File: config.mk
export PLATFORM = sky130hd
export DESIGN_NAME = tuple_string_key_locator
export DESIGN_NICKNAME = d
export VERILOG_FILES = /design/src/rtl/tskl_pkg.sv /design/src/rtl/tskl_step.sv /design/src/rtl/tskl_out_queue.sv /design/src/rtl/tuple_string_key_locator.sv
export SDC_FILE = /design/constraint.sdc
export NUM_CORES = 1
export LEC_CHECK = 0
export BUFFER_PORTS_ARGS = -buffer_cell sky130_fd_sc_hd__buf_2
export CAP_MARGIN = 20
export CORE_ASPECT_RATIO = 0.8
export CORE_UTILIZATION = 55
export CTS_CLUSTER_DIAMETER = 50
export DETAILED_ROUTE_END_ITERATION = 8
export PLACE_DENSITY_LB_ADDON = 0.25
export SYNTH_ARGS = -nofsm -noshare
export SYNTH_HDL_FRONTEND = slang
export SYNTH_SLANG_ARGS = --single-unit
File: constraint.sdc
create_clock -name aclk -period 9.8 [get_ports aclk]
set_input_delay 0.98 -clock aclk [delete_from_list [all_inputs] [get_ports aclk]]
set_output_delay 0.98 -clock aclk [all_outputs]
set_load 0.05 [all_outputs]
File: src/rtl/tskl_pkg.sv
`default_nettype none

package tskl_pkg;

    localparam int MAX_STRING_LEN = 1024;
    localparam int NAME_BYTES     = 8;
    localparam int IDX_W          = 11;
    localparam int CFG_IDX_W      = 2;
    localparam int CFG_DATA_W     = 64;

    localparam logic [7:0] CH_TICK  = 8'h27;
    localparam logic [7:0] CH_EQ    = 8'h3D;
    localparam logic [7:0] CH_BLANK = 8'h20;
    localparam logic [7:0] CH_NUL   = 8'h00;

    localparam logic [CFG_IDX_W-1:0] CFG_MAX_LEN     = 2'd0;
    localparam logic [CFG_IDX_W-1:0] CFG_SEARCH_NAME = 2'd1;
    localparam logic [CFG_IDX_W-1:0] CFG_SEARCH_LEN  = 2'd2;

    localparam logic [1:0] STATUS_FOUND    = 2'd0;
    localparam logic [1:0] STATUS_ABSENT   = 2'd1;
    localparam logic [1:0] STATUS_ZERO_LEN = 2'd2;

    localparam logic signed [11:0] TD_MAX = 12'sh7FF;
    localparam logic signed [11:0] TD_MIN = -12'sh800;

    typedef enum logic [1:0] {
        PH_IDLE  = 2'd0,
        PH_NAME  = 2'd1,
        PH_VALUE = 2'd2
    } phase_t;

    typedef struct packed {
        phase_t             phase;
        logic [IDX_W-1:0]   char_index;
        logic [7:0]         prev_char;
        logic [IDX_W-1:0]   name_offset;
        logic               name_match;
        logic               match_found;
        logic signed [11:0] tick_depth;
        logic               value_begun;
        logic               ticked_value;
        logic [IDX_W-1:0]   name_start;
        logic [IDX_W-1:0]   name_end;
        logic [IDX_W-1:0]   value_start;
        logic [IDX_W-1:0]   value_end;
    } scan_state_t;

    typedef struct packed {
        logic [IDX_W-1:0] max_len;
        logic [63:0]      search_name;
        logic [3:0]       search_len;
    } cfg_t;

    typedef struct packed {
        logic [1:0]       status;
        logic [IDX_W-1:0] name_start;
        logic [IDX_W-1:0] name_end;
        logic [IDX_W-1:0] value_start;
        logic [IDX_W-1:0] value_end;
        logic             has_ticks;
    } result_t;

    function automatic scan_state_t scan_reset();
        scan_state_t s;
        s       = '0;
        s.phase = PH_IDLE;
        return s;
    endfunction

endpackage

`default_nettype wire

File: src/rtl/tskl_step.sv
`default_nettype none

module tskl_step (
    input  tskl_pkg::scan_state_t state_in,
    input  logic [7:0]            char_code,
    input  tskl_pkg::cfg_t        cfg,
    output tskl_pkg::scan_state_t state_next,
    output logic                  emit,
    output tskl_pkg::result_t     result
);
    import tskl_pkg::*;

    localparam logic [IDX_W-1:0] LIMIT_CAP = IDX_W'(MAX_STRING_LEN);

    function automatic logic byte_matches(input logic [IDX_W-1:0] offset,
                                          input logic [7:0] c,
                                          input cfg_t cf);
        logic hit;
        hit = 1'b0;
        for (int i = 0; i < NAME_BYTES; i++) begin
            if (offset == IDX_W'(i) && offset < {{(IDX_W-4){1'b0}}, cf.search_len} &&
                cf.search_name[8*i +: 8] == c) begin
                hit = 1'b1;
            end
        end
        return hit;
    endfunction

    always_comb begin
        scan_state_t      s;
        logic [7:0]       c;
        logic [IDX_W-1:0] limit;
        logic             at_end;
        logic             ended_now;
        logic [IDX_W-1:0] vs;
        logic [IDX_W-1:0] ve;

        s         = state_in;
        ended_now = 1'b0;
        emit      = 1'b0;
        result    = '0;
        c         = char_code;
        limit     = (cfg.max_len < LIMIT_CAP) ? cfg.max_len : LIMIT_CAP;
        at_end    = 1'b0;
        vs        = '0;
        ve        = '0;

        if (cfg.max_len == '0) begin
            emit          = 1'b1;
            result.status = STATUS_ZERO_LEN;
            s             = scan_reset();
        end else begin
            // at or past the limit the character counts as the terminator
            if (state_in.char_index >= limit) begin
                c = CH_NUL;
            end
            at_end = (c == CH_NUL);

            unique case (state_in.phase)
                PH_IDLE: begin
                    if (c != CH_BLANK) begin
                        s.value_start  = '0;
                        s.value_end    = '0;
                        s.name_end     = '0;
                        s.value_begun  = 1'b0;
                        s.ticked_value = 1'b0;
                        s.phase        = PH_NAME;
                        s.name_start   = state_in.char_index;
                        s.name_offset  = IDX_W'(1);
                        s.name_match   = byte_matches('0, c, cfg);
                    end
                end
                PH_NAME: begin
                    if (at_end || c == CH_EQ) begin
                        s.phase      = PH_VALUE;
                        s.tick_depth = '0;
                        if (state_in.name_match &&
                            state_in.name_offset == {{(IDX_W-4){1'b0}}, cfg.search_len}) begin
                            s.name_end    = state_in.char_index;
                            s.match_found = 1'b1;
                        end
                    end else if (c == CH_BLANK) begin
                        s.phase        = PH_IDLE;
                        s.name_start   = '0;
                        s.name_end     = '0;
                        s.value_start  = '0;
                        s.value_end    = '0;
                        s.value_begun  = 1'b0;
                        s.ticked_value = 1'b0;
                    end else begin
                        s.name_match = state_in.name_match &&
                                       byte_matches(state_in.name_offset, c, cfg);
                        if (state_in.name_offset != '1) begin
                            s.name_offset = state_in.name_offset + IDX_W'(1);
                        end
                    end
                end
                default: begin
                    // a tick right after '=' opens a level, any other closes one
                    if (c == CH_TICK) begin
                        if (state_in.prev_char == CH_EQ) begin
                            if (state_in.tick_depth != TD_MAX) begin
                                s.tick_depth = state_in.tick_depth + 12'sd1;
                            end
                        end else if (state_in.tick_depth != TD_MIN) begin
                            s.tick_depth = state_in.tick_depth - 12'sd1;
                        end
                    end
                    if (!state_in.value_begun) begin
                        if (c == CH_TICK) begin
                            s.ticked_value = 1'b1;
                        end else begin
                            s.value_start = state_in.char_index;
                            s.value_begun = 1'b1;
                        end
                    end else if (at_end ||
                                 (state_in.ticked_value && s.tick_depth <= 12'sd0) ||
                                 (!state_in.ticked_value && c == CH_BLANK)) begin
                        s.value_end = state_in.char_index;
                        ended_now   = 1'b1;
                        s.phase     = PH_IDLE;
                    end
                end
            endcase

            emit = at_end || (s.match_found && s.phase == PH_IDLE);

            if (!emit) begin
                s.prev_char  = c;
                s.char_index = state_in.char_index + IDX_W'(1);
            end else begin
                if (s.match_found) begin
                    vs                 = s.value_begun ? s.value_start : state_in.char_index;
                    ve                 = ended_now ? s.value_end : vs;
                    result.status      = STATUS_FOUND;
                    result.name_start  = s.name_start;
                    result.name_end    = s.name_end;
                    result.value_start = vs;
                    result.value_end   = ve;
                    result.has_ticks   = s.ticked_value;
                end else begin
                    result.status = STATUS_ABSENT;
                end
                s = scan_reset();
            end
        end

        state_next = s;
    end

endmodule

`default_nettype wire

File: src/rtl/tskl_out_queue.sv
`default_nettype none

module tskl_out_queue (
    input  logic              aclk,
    input  logic              aresetn,
    input  logic              push,
    input  tskl_pkg::result_t push_data,
    input  logic              m_ready,
    output logic              m_valid,
    output tskl_pkg::result_t m_data,
    output logic              skid_full
);
    import tskl_pkg::*;

    logic    out_valid_reg;
    logic    skid_valid_reg;
    result_t out_data_reg;
    result_t skid_data_reg;
    logic    pop;

    assign pop       = out_valid_reg && m_ready;
    assign m_valid   = out_valid_reg;
    assign m_data    = out_data_reg;
    assign skid_full = skid_valid_reg;

    always_ff @(posedge aclk) begin
        if (!aresetn) begin
            out_valid_reg  <= 1'b0;
            skid_valid_reg <= 1'b0;
        end else begin
            if (skid_valid_reg) begin
                if (pop) begin
                    out_valid_reg  <= 1'b1;
                    skid_valid_reg <= 1'b0;
                end
            end else if (push) begin
                if (!out_valid_reg || pop) begin
                    out_valid_reg <= 1'b1;
                end else begin
                    // hold the new beat until the output register drains
                    skid_valid_reg <= 1'b1;
                end
            end else if (pop) begin
                out_valid_reg <= 1'b0;
            end
        end
    end

    always_ff @(posedge aclk) begin
        if (skid_valid_reg) begin
            if (pop) begin
                out_data_reg <= skid_data_reg;
            end
        end else if (push) begin
            if (!out_valid_reg || pop) begin
                out_data_reg <= push_data;
            end else begin
                skid_data_reg <= push_data;
            end
        end
    end

    a_skid_implies_out: assert property (@(posedge aclk) disable iff (!aresetn)
        skid_valid_reg |-> out_valid_reg)
        else $error("skid holds a beat while output register is empty");

    a_no_push_when_full: assert property (@(posedge aclk) disable iff (!aresetn)
        push |-> !skid_valid_reg)
        else $error("result pushed while skid stage is occupied");

    a_skid_drains: assert property (@(posedge aclk) disable iff (!aresetn)
        (skid_valid_reg && m_ready) |=> (out_valid_reg && !skid_valid_reg))
        else $error("skid beat not moved to output register");

endmodule

`default_nettype wire

File: src/rtl/tuple_string_key_locator.sv
`default_nettype none

// Channel   Direction  Payload                                          Beat when
// s_        in         char_code                                        s_valid && s_ready
// m_        out        status, name/value start and end, has_ticks      m_valid && m_ready
// cfg_      in         cfg_index, cfg_wdata                             cfg_wr_en
//
// One character beat per cycle sustained while the skid stage is not full; a beat
// sits in the input register while its scan step runs, and its result (if any) is
// loaded into the output register, or into the skid stage while that is occupied.
// The output register plus a skid stage let input continue while a result waits.
// Input stalls only when the skid stage is full. Reset is synchronous: the scan
// restarts at index zero, max_len returns to 1024 and the search name is cleared.

module tuple_string_key_locator (
    input  wire logic                           aclk,
    input  wire logic                           aresetn,
    input  wire logic                           s_valid,
    output logic                                s_ready,
    input  wire logic [7:0]                     s_char_code,
    output logic                                m_valid,
    input  wire logic                           m_ready,
    output logic [1:0]                          m_status,
    output logic [tskl_pkg::IDX_W-1:0]          m_name_start,
    output logic [tskl_pkg::IDX_W-1:0]          m_name_end,
    output logic [tskl_pkg::IDX_W-1:0]          m_value_start,
    output logic [tskl_pkg::IDX_W-1:0]          m_value_end,
    output logic                                m_has_ticks,
    input  wire logic                           cfg_wr_en,
    input  wire logic [tskl_pkg::CFG_IDX_W-1:0] cfg_index,
    input  wire logic [tskl_pkg::CFG_DATA_W-1:0] cfg_wdata
);
    import tskl_pkg::*;

    cfg_t        cfg_reg;
    scan_state_t state_reg;
    scan_state_t state_next;
    logic        in_valid_reg;
    logic [7:0]  in_char_reg;
    logic        advance;
    logic        step_emit;
    result_t     step_result;
    logic        skid_full;
    result_t     m_data;

    assign advance = in_valid_reg && !skid_full;
    assign s_ready = !in_valid_reg || advance;

    always_ff @(posedge aclk) begin
        if (!aresetn) begin
            cfg_reg.max_len     <= IDX_W'(1024);
            cfg_reg.search_name <= '0;
            cfg_reg.search_len  <= '0;
        end else if (cfg_wr_en) begin
            unique case (cfg_index)
                CFG_MAX_LEN:     cfg_reg.max_len     <= cfg_wdata[IDX_W-1:0];
                CFG_SEARCH_NAME: cfg_reg.search_name <= cfg_wdata[63:0];
                CFG_SEARCH_LEN:  cfg_reg.search_len  <= cfg_wdata[3:0];
                default: ;
            endcase
        end
    end

    always_ff @(posedge aclk) begin
        if (!aresetn) begin
            in_valid_reg <= 1'b0;
        end else if (s_ready) begin
            in_valid_reg <= s_valid;
        end
    end

    always_ff @(posedge aclk) begin
        if (s_valid && s_ready) begin
            in_char_reg <= s_char_code;
        end
    end

    always_ff @(posedge aclk) begin
        if (!aresetn) begin
            state_reg <= scan_reset();
        end else if (advance) begin
            state_reg <= state_next;
        end
    end

    tskl_step u_step (
        .state_in   (state_reg),
        .char_code  (in_char_reg),
        .cfg        (cfg_reg),
        .state_next (state_next),
        .emit       (step_emit),
        .result     (step_result)
    );

    tskl_out_queue u_out_queue (
        .aclk      (aclk),
        .aresetn   (aresetn),
        .push      (advance && step_emit),
        .push_data (step_result),
        .m_ready   (m_ready),
        .m_valid   (m_valid),
        .m_data    (m_data),
        .skid_full (skid_full)
    );

    assign m_status      = m_data.status;
    assign m_name_start  = m_data.name_start;
    assign m_name_end    = m_data.name_end;
    assign m_value_start = m_data.value_start;
    assign m_value_end   = m_data.value_end;
    assign m_has_ticks   = m_data.has_ticks;

    a_emit_restarts: assert property (@(posedge aclk) disable iff (!aresetn)
        (advance && step_emit) |=> (state_reg.char_index == '0 && state_reg.phase == PH_IDLE))
        else $error("scan did not restart after a result");

    a_miss_fields_zero: assert property (@(posedge aclk) disable iff (!aresetn)
        (m_valid && m_status != STATUS_FOUND) |->
        (m_name_start == '0 && m_name_end == '0 && m_value_start == '0 &&
         m_value_end == '0 && !m_has_ticks))
        else $error("non-found result carries span data");

    a_index_bounded: assert property (@(posedge aclk) disable iff (!aresetn)
        state_reg.char_index <= IDX_W'(MAX_STRING_LEN))
        else $error("character index ran past the string limit");

endmodule

`default_nettype wire

# [After elaboration in Yosys (flattened, before gate mapping)]
# Cells that the tools add are included.
[word_totals] ff_bits=276 in_bits=79 out_inout_bits=49
[op_classes] n_addsub=4 magnitude_cmp=5 n_eq_ne=35 n_mux=90 n_bitwise=2 reduce_logical=56
[op_table] operator="2-to-1 mux 46 bit" n=7
[op_table] operator="2-to-1 mux 47 bit" n=5
[op_table] operator="2-to-1 mux 11 bit" n=10
[op_table] operator="2-to-1 mux 12 bit" n=9
[op_table] operator="2-to-1 mux 92 bit" n=1
[op_table] operator="2-to-1 mux 45 bit" n=2
[op_table] operator="one-hot mux 22 bit (2 select lines)" n=2
[op_table] operator="2-to-1 mux 71 bit" n=1
[op_table] operator="equality test 8 bit" n=8
[op_table] operator="one-hot mux 12 bit (2 select lines)" n=2
[op_table] operator="equality test 11 x 3 -> 1 bit, second input constant" n=4
[op_table] operator="2-to-1 mux 1 bit" n=33
[op_table] operator="equality test 8 x 6 -> 1 bit, second input constant" n=4
[op_table] operator="logical AND 1 bit" n=26
[op_table] operator="2-to-1 mux 13 bit" n=2
[op_table] operator="!= test 12 bit, second input constant" n=2
[op_table] operator="adder 11 x 1 -> 11 bit, second input constant" n=2
[op_table] operator="equality test 11 x 2 -> 1 bit, second input constant" n=2
[op_table] operator="zero test 11 bit" n=2
[op_table] operator="2-to-1 mux 22 bit" n=1
[op_table] operator="2-to-1 mux 2 bit" n=10
[op_table] operator="2-to-1 mux 19 bit" n=1
[op_table] operator="2-to-1 mux 8 bit" n=2
[op_table] operator="adder 12 x 2 -> 12 bit, second input constant" n=1
[op_table] operator="30 further kinds" n=53

# [Depth between registers and ports, before layout]
[logic_depth] word_depth=25 depth_mapped=19 mapped_depth_nobuf=14

# [Cells and area by module]
# From an unflattened synthesis, not the netlist that was laid out.
[unflattened] cells_unflattened=1901 area_unflattened_um2=16346.9
[modules_own_cells] module="tuple_string_key_locator" n_inst=1 cells_each=750 area_each_um2=6511.2
[modules_own_cells] module="tskl_step" n_inst=1 cells_each=991 area_each_um2=6089.6
[modules_own_cells] module="tskl_out_queue" n_inst=1 cells_each=160 area_each_um2=3746.1

# [Worst setup path after synthesis]
# No wires, ideal clock.
[synth_path] path_kind="flip-flop to flip-flop" startpoint="register cfg_reg[78] (netlist bit)" endpoint="register u_out_queue.skid_data_reg[0] (netlist bit), enable pin" setup_ps=521 t_arrival_ps=6390 required_ps=9279 path_slack_ps=2889 stages_incl_launch_ff=17 period_less_slack_ps=6911 cell_sequence="dfxtp_1 > inv_1 > clkbuf_1 > nand2_1 > ha_1 > and4_4 > a21boi_1 > o31a_2 > or3_4 > buf_6 > o41ai_1 > o21ai_1 > nor3_2 > a21o_1 > buf_6 > nand2_1 > nor3b_1"
[synth_between] elab_chain_cells=23 word_cells_on_any_way=36
[synth_rtl] element="start, declared" line="tuple_string_key_locator.sv:35" rtl="cfg_t cfg_reg;"
[synth_rtl] element="< comparator 11 bit" line="tskl_step.sv:43" rtl="limit = (cfg.max_len < LIMIT_CAP) ? cfg.max_len : LIMIT_CAP;"
[synth_rtl] element="2-to-1 mux 11 bit" line="tskl_step.sv:43"
[synth_rtl] element="greater-or-equal comparator 11 bit" line="tskl_step.sv:54" rtl="if (state_in.char_index >= limit) begin"
[synth_rtl] element="2-to-1 mux 8 bit" line="tskl_step.sv:54"
[synth_rtl] element="2-to-1 mux 8 bit" line="tskl_step.sv:48" rtl="if (cfg.max_len == '0) begin"
[synth_rtl] element="equality test 8 x 6 -> 1 bit" line="tskl_step.sv:100" rtl="if (c == CH_TICK) begin"
[synth_rtl] element="2-to-1 mux 12 bit" line="tskl_step.sv:100"
[synth_rtl] element="2-to-1 mux 12 bit" line="tskl_step.sv:59" rtl="unique case (state_in.phase)"
[synth_rtl] element="[... 7 more ...]"
[synth_rtl] element="one-hot mux 2 bit (2 select lines)" line="tskl_step.sv:59"
[synth_rtl] element="2-to-1 mux 2 bit" line="tskl_step.sv:48"
[synth_rtl] element="zero test 2 bit" line="tskl_step.sv:126" rtl="emit = at_end || (s.match_found && s.phase == PH_IDLE);"
[synth_rtl] element="logical AND 1 bit" line="tskl_step.sv:126"
[synth_rtl] element="logical OR 1 bit" line="tskl_step.sv:126"
[synth_rtl] element="2-to-1 mux 1 bit (*)" line="tskl_step.sv:48"
[synth_rtl] element="logical AND 1 bit (*)" line="tuple_string_key_locator.sv:98" rtl=".push (advance && step_emit),"
[synth_rtl] element="AND reduction 3 bit (no source line) (*)"
[synth_rtl] element="end signal, assigned" line="tskl_out_queue.sv:58" rtl="skid_data_reg <= push_data;"
[synth_rtl] element="end, declared" line="tskl_out_queue.sv:18" rtl="result_t skid_data_reg;"
# Mark *: on every way between the ends. The rest lies on a longest branch, timed or not. The select of a mux whose other input is x is not followed.
# A chain may end at the register's enable or synchronous reset.

# [Worst setup path in the final report]
[layout_path] startpoint="register cfg_reg[78] (netlist bit)" endpoint="register u_out_queue.out_data_reg, in the netlist u_out_queue.m_data[18] (data pin)"
[layout_between] elab_chain_cells=25 word_cells_on_any_way=56
[layout_rtl] element="< comparator 11 bit" line="tskl_step.sv:43"
[layout_rtl] element="2-to-1 mux 11 bit" line="tskl_step.sv:43"
[layout_rtl] element="greater-or-equal comparator 11 bit" line="tskl_step.sv:54"
[layout_rtl] element="2-to-1 mux 8 bit" line="tskl_step.sv:54"
[layout_rtl] element="2-to-1 mux 8 bit" line="tskl_step.sv:48"
[layout_rtl] element="equality test 8 x 6 -> 1 bit" line="tskl_step.sv:100, tskl_step.sv:110"
[layout_rtl] element="2-to-1 mux 12 bit" line="tskl_step.sv:100"
[layout_rtl] element="2-to-1 mux 12 bit" line="tskl_step.sv:59"
[layout_rtl] element="[... 9 more ...]"
[layout_rtl] element="zero test 2 bit" line="tskl_step.sv:126"
[layout_rtl] element="logical AND 1 bit" line="tskl_step.sv:126"
[layout_rtl] element="logical OR 1 bit" line="tskl_step.sv:126"
[layout_rtl] element="2-to-1 mux 47 bit" line="tskl_step.sv:128" rtl="if (!emit) begin"
[layout_rtl] element="2-to-1 mux 45 bit (*)" line="tskl_step.sv:48"
[layout_rtl] element="2-to-1 mux 47 bit (*)" line="tskl_out_queue.sv:55" rtl="if (!out_valid_reg || pop) begin"
[layout_rtl] element="2-to-1 mux 47 bit (*)" line="tskl_out_queue.sv:54" rtl="end else if (push) begin"
[layout_rtl] element="2-to-1 mux 47 bit (*)" line="tskl_out_queue.sv:50" rtl="if (skid_valid_reg) begin"
[layout_rtl] element="end signal, assigned" line="tskl_out_queue.sv:52" rtl="out_data_reg <= skid_data_reg;"
[layout_rtl] element="end signal, assigned" line="tskl_out_queue.sv:56" rtl="out_data_reg <= push_data;"
[layout_rtl] element="end, declared" line="tskl_out_queue.sv:17" rtl="result_t out_data_reg;"
# Marked as above.

==> results.txt <==
* Fraction of power spent switching nets: 0.251
- The layout has 2,175 filler cells.
- During placement, the flow inserted port buffers numbering 127.
* Initial Utilization: 0.563
- Cell area after placement: 15,000 um2
- After routing the design area is 15,900 um2.
- In this run the post-CTS setup repair buffer count came out at 0.
- Timing would allow up to 188 MHz.
- When the netlist entered floorplanning its net count stood at 1,679.
- Yosys printed 0 warnings.
* Flip-flop count of the largest register, all copies and words added: 81
* Number of H-tree branching levels: 1
- For this run, design rule violations remaining after detail routing come to 0.
* Hold-fix buffers at CTS: 0
* Count of unique library cells instantiated by Yosys: 94
- Combinational fraction of design power: 0.089
- Number of vias after detailed routing: 12.1k
* Endpoint arrival time on the critical path: 5650 ps
- The share of total power dissipated in the clock network is 0.439.
- 0 antenna diodes ended up in the layout.
- For this design the ratio of total power to cell area is 157 nW/um2.
- Synthesized instance count: 1,578
* VDD IR max: 138 uV
- Measured along the y axis, the die boundary spans 146 um.
- Largest net degree at the start of global routing: 118
- Setup violations remaining at the end of the flow were counted as 0.
- The tightest hold path in the finished design has a slack of 484 ps.
- The die covers 26,700 um2.
- Among all cell types in the netlist, the one instantiated most often is sky130_fd_sc_hd__nand2_1.
- Part of the cycle the worst path needs: 0.542
- Commonest cells in the synthesized netlist: sky130_fd_sc_hd__nand2_1, sky130_fd_sc_hd__dfxtp_1, sky130_fd_sc_hd__nor2_1, sky130_fd_sc_hd__edfxtp_1, sky130_fd_sc_hd__clkbuf_1
* Sequential standard cell area: 6330 um2
- Classification of the worst-slack hold path: reg2reg
- Placer Congestion: 0.952
- In this run the standard cell core region covers 25,400 um2.
- The smallest clock period supported by the final layout is computed as 5310 ps.
* Static leakage: 5.63 nW
- Gates resized, CTS repair: 0
- Wire per inst: 18.2 um
- At the pin with the least slew margin, the transition time is 1060 ps.
* Total iterations of the first detailed-routing run: 5
- Share of power burned in registers: 0.473
* GRT Total Usage: 0.271
* Number of I/O pins: 128
- Syn-to-layout area delta: 11.4%
- Net Sw Power: 628 uW
- After clock tree synthesis, the clock-pin slew on the worst setup and hold paths is 60 ps.
- Measured against its own limit, the worst slew margin works out to 0.295.
- Commonest register cell after synthesis: sky130_fd_sc_hd__dfxtp_1
* Post-synth design cell area: 14,300 um2
- sky130_fd_sc_hd__dfxtp_1 takes more of the synthesized area than any other cell.
- Global-route wire length before repair: 59,000 um
- The worst setup path is launched from a flip-flop.
* Final Power: 2.51 mW
- The floorplan has 52 rows.
- For the final database, setup skew stands at 10.5 ps.
- Final Instance Count excl. Fillers: 1,998
- Vias in the first global route: 11.1k
- Total number of nets in the final design: 1,724
- Of all flip-flops after synthesis, the portion carrying an async set or reset was 0.
* Initial antenna violation count: 0
- DP HPWL: 24,500 um
- Timing analysis after detailed placement gives a worst setup slack of 4590 ps.
* Number of design-rule violations left by the first detailed-router iteration: 1,157
* Maxcap violations: 0
- The multi-input combinational cells in the finished layout cover a total of 7350 um2.
- The number of hold violations in the final report is 0.
- The flow ran to the end, and the final reports show no timing, DRC or antenna violations.
* Seq/Total Area, Yosys: 0.442
* Crit path capture type: flip-flop
* Post-Place Cells: 1,942
- Final core utilization: 0.627
* Vias per cell: 6.06
* Clock insertion delay at the later pin of the skew report: 550 ps
* FF+latch count, synth: 265
- The setup path with the least slack is of type reg2reg.
* Flop2flop setup slack: 4490 ps
- DIE WIDTH: 182 um
- Adding up every negative setup slack in the final design gives 0 ps.
- In the final layout, the share of cells above drive strength 1 is 0.148.
- Most area-consuming cells after synthesis: sky130_fd_sc_hd__dfxtp_1, sky130_fd_sc_hd__edfxtp_1, sky130_fd_sc_hd__nand2_1
- The tree is rooted in a sky130_fd_sc_hd__clkbuf_16.
* RSZ-0062 raised after global routing: no
* Per-instance average area after synthesis: 9.07 um2
- Internal portion of total power: 1.88 mW
- The number of pins exceeding their max-slew limit in the final report is 0.
- The synthesized design contains 102 enable-type register cells.
- Clock tree synthesis found a total of 265 sinks.
- CTS tree: done
* Total detailed-routing wirelength: 36,300 um
* Area share of the leading cell type in the synthesized netlist: 0.228
* Total global routing overflow: 0
* Number of buffers created by CTS: 30
- Maximum clock insertion buffer count: 3
- Final worst-path setup slack: 4490 ps
- At the worst endpoint, the required time is 10,140 ps.
* CP max FO: 90
- The detail route stage leaves a number of antenna-violating nets equal to 0.
[layer usage]
layer  share of wire  wire length [um]  up-vias  track usage
met5               0                 0        -            0
met4           0.016               566        0       0.0563
met3           0.066              2400       53       0.0369
met2            0.43             15700      444        0.400
met1            0.49             17600     5768        0.421
li1                -                 -     5846            -
[power by group through the flow]
| stage | clock, mW | combinational (mW) | sequential [mW] |
|---|---|---|---|
| 2_1_floorplan | 0 | 0.144 | 1.22 |
| 3_3_place_gp | 0 | 0.216 | 1.21 |
| 3_5_place_dp | 0 | 0.219 | 1.21 |
| 4_1_cts | 1.11 | 0.220 | 1.18 |
| 5_1_grt | 1.16 | 0.242 | 1.19 |
| 6_report | 1.10 | 0.222 | 1.18 |
[critical path, stage by stage, from the launching register on]
cell	delay (ps)
sky130_fd_sc_hd__dfxtp_1	320
sky130_fd_sc_hd__inv_1	250
sky130_fd_sc_hd__nand2_1	100
sky130_fd_sc_hd__ha_1	320
sky130_fd_sc_hd__and4_4	220
sky130_fd_sc_hd__a21boi_1	190
sky130_fd_sc_hd__o31a_2	400
sky130_fd_sc_hd__or2_1	220
sky130_fd_sc_hd__buf_4	470
sky130_fd_sc_hd__nor3_1	180
sky130_fd_sc_hd__nor4_1	460
sky130_fd_sc_hd__and2_1	560
sky130_fd_sc_hd__nor2_1	110
sky130_fd_sc_hd__a211oi_2	280
sky130_fd_sc_hd__o21ai_4	80
sky130_fd_sc_hd__buf_4	370
sky130_fd_sc_hd__o41ai_1	490
[final cells by class]
| class | count | area share |
|---|---|---|
| multi-input cells | 1159 | 0.461 |
| flip-flops and latches | 265 | 0.397 |
| clock buffers | 41 | 0.0510 |
| repair buffers | 147 | 0.0493 |
| well taps | 351 | 0.0275 |
| clock inverters | 15 | 0.00973 |
| inverters | 20 | 0.00471 |
[cell usage in the layout, fill, tap and decap left out, drive strengths merged, types with 6 or more instances in the layout]
cell type | synthesis | final
a211oi | 7 | 7
a21boi | 82 | 82
a21oi | 29 | 29
a22o | 27 | 27
a22oi | 24 | 24
a31oi | 39 | 39
and2 | 31 | 31
and3 | 17 | 17
and4 | 9 | 9
buf | 45 | 147
clkbuf | 89 | 41
clkinv | 2 | 8
dfxtp | 163 | 163
edfxtp | 102 | 102
ha | 22 | 22
inv | 18 | 23
mux2 | 13 | 13
mux2i | 27 | 27
nand2 | 267 | 267
nand3 | 32 | 32
nand4 | 17 | 17
nand4b | 6 | 6
nor2 | 151 | 151
nor2b | 20 | 20
nor3 | 29 | 29
nor4 | 14 | 14
nor4b | 8 | 8
nor4bb | 22 | 22
o211ai | 6 | 6
o21ai | 37 | 37
o31ai | 57 | 57
o32ai | 27 | 27
o41ai | 14 | 14
or2 | 6 | 6
or3 | 7 | 7
xnor2 | 36 | 36
xor2 | 14 | 14
[final timing paths]
kind,start,endpoint,cells past startpoint
max,cfg_reg[78]$_SDFFE_PN1P_,u_out_queue.m_data[18]$_DFFE_PP_,16
max reg2reg,cfg_reg[78]$_SDFFE_PN1P_,u_out_queue.m_data[18]$_DFFE_PP_,16
min,state_reg[31]$_SDFFE_PN0P_,state_reg[31]$_SDFFE_PN0P_,1
min reg2reg,state_reg[31]$_SDFFE_PN0P_,state_reg[31]$_SDFFE_PN0P_,1
[kinds of logic after synthesis]
group,synth area share
compound gates,0.200
xor+xnor,0.0306
fa+ha+maj,0.0192
simple gates,0.232
flops,0.442
buf+inv,0.0464
mux,0.0291
Power figures use the tool's default switching activity.
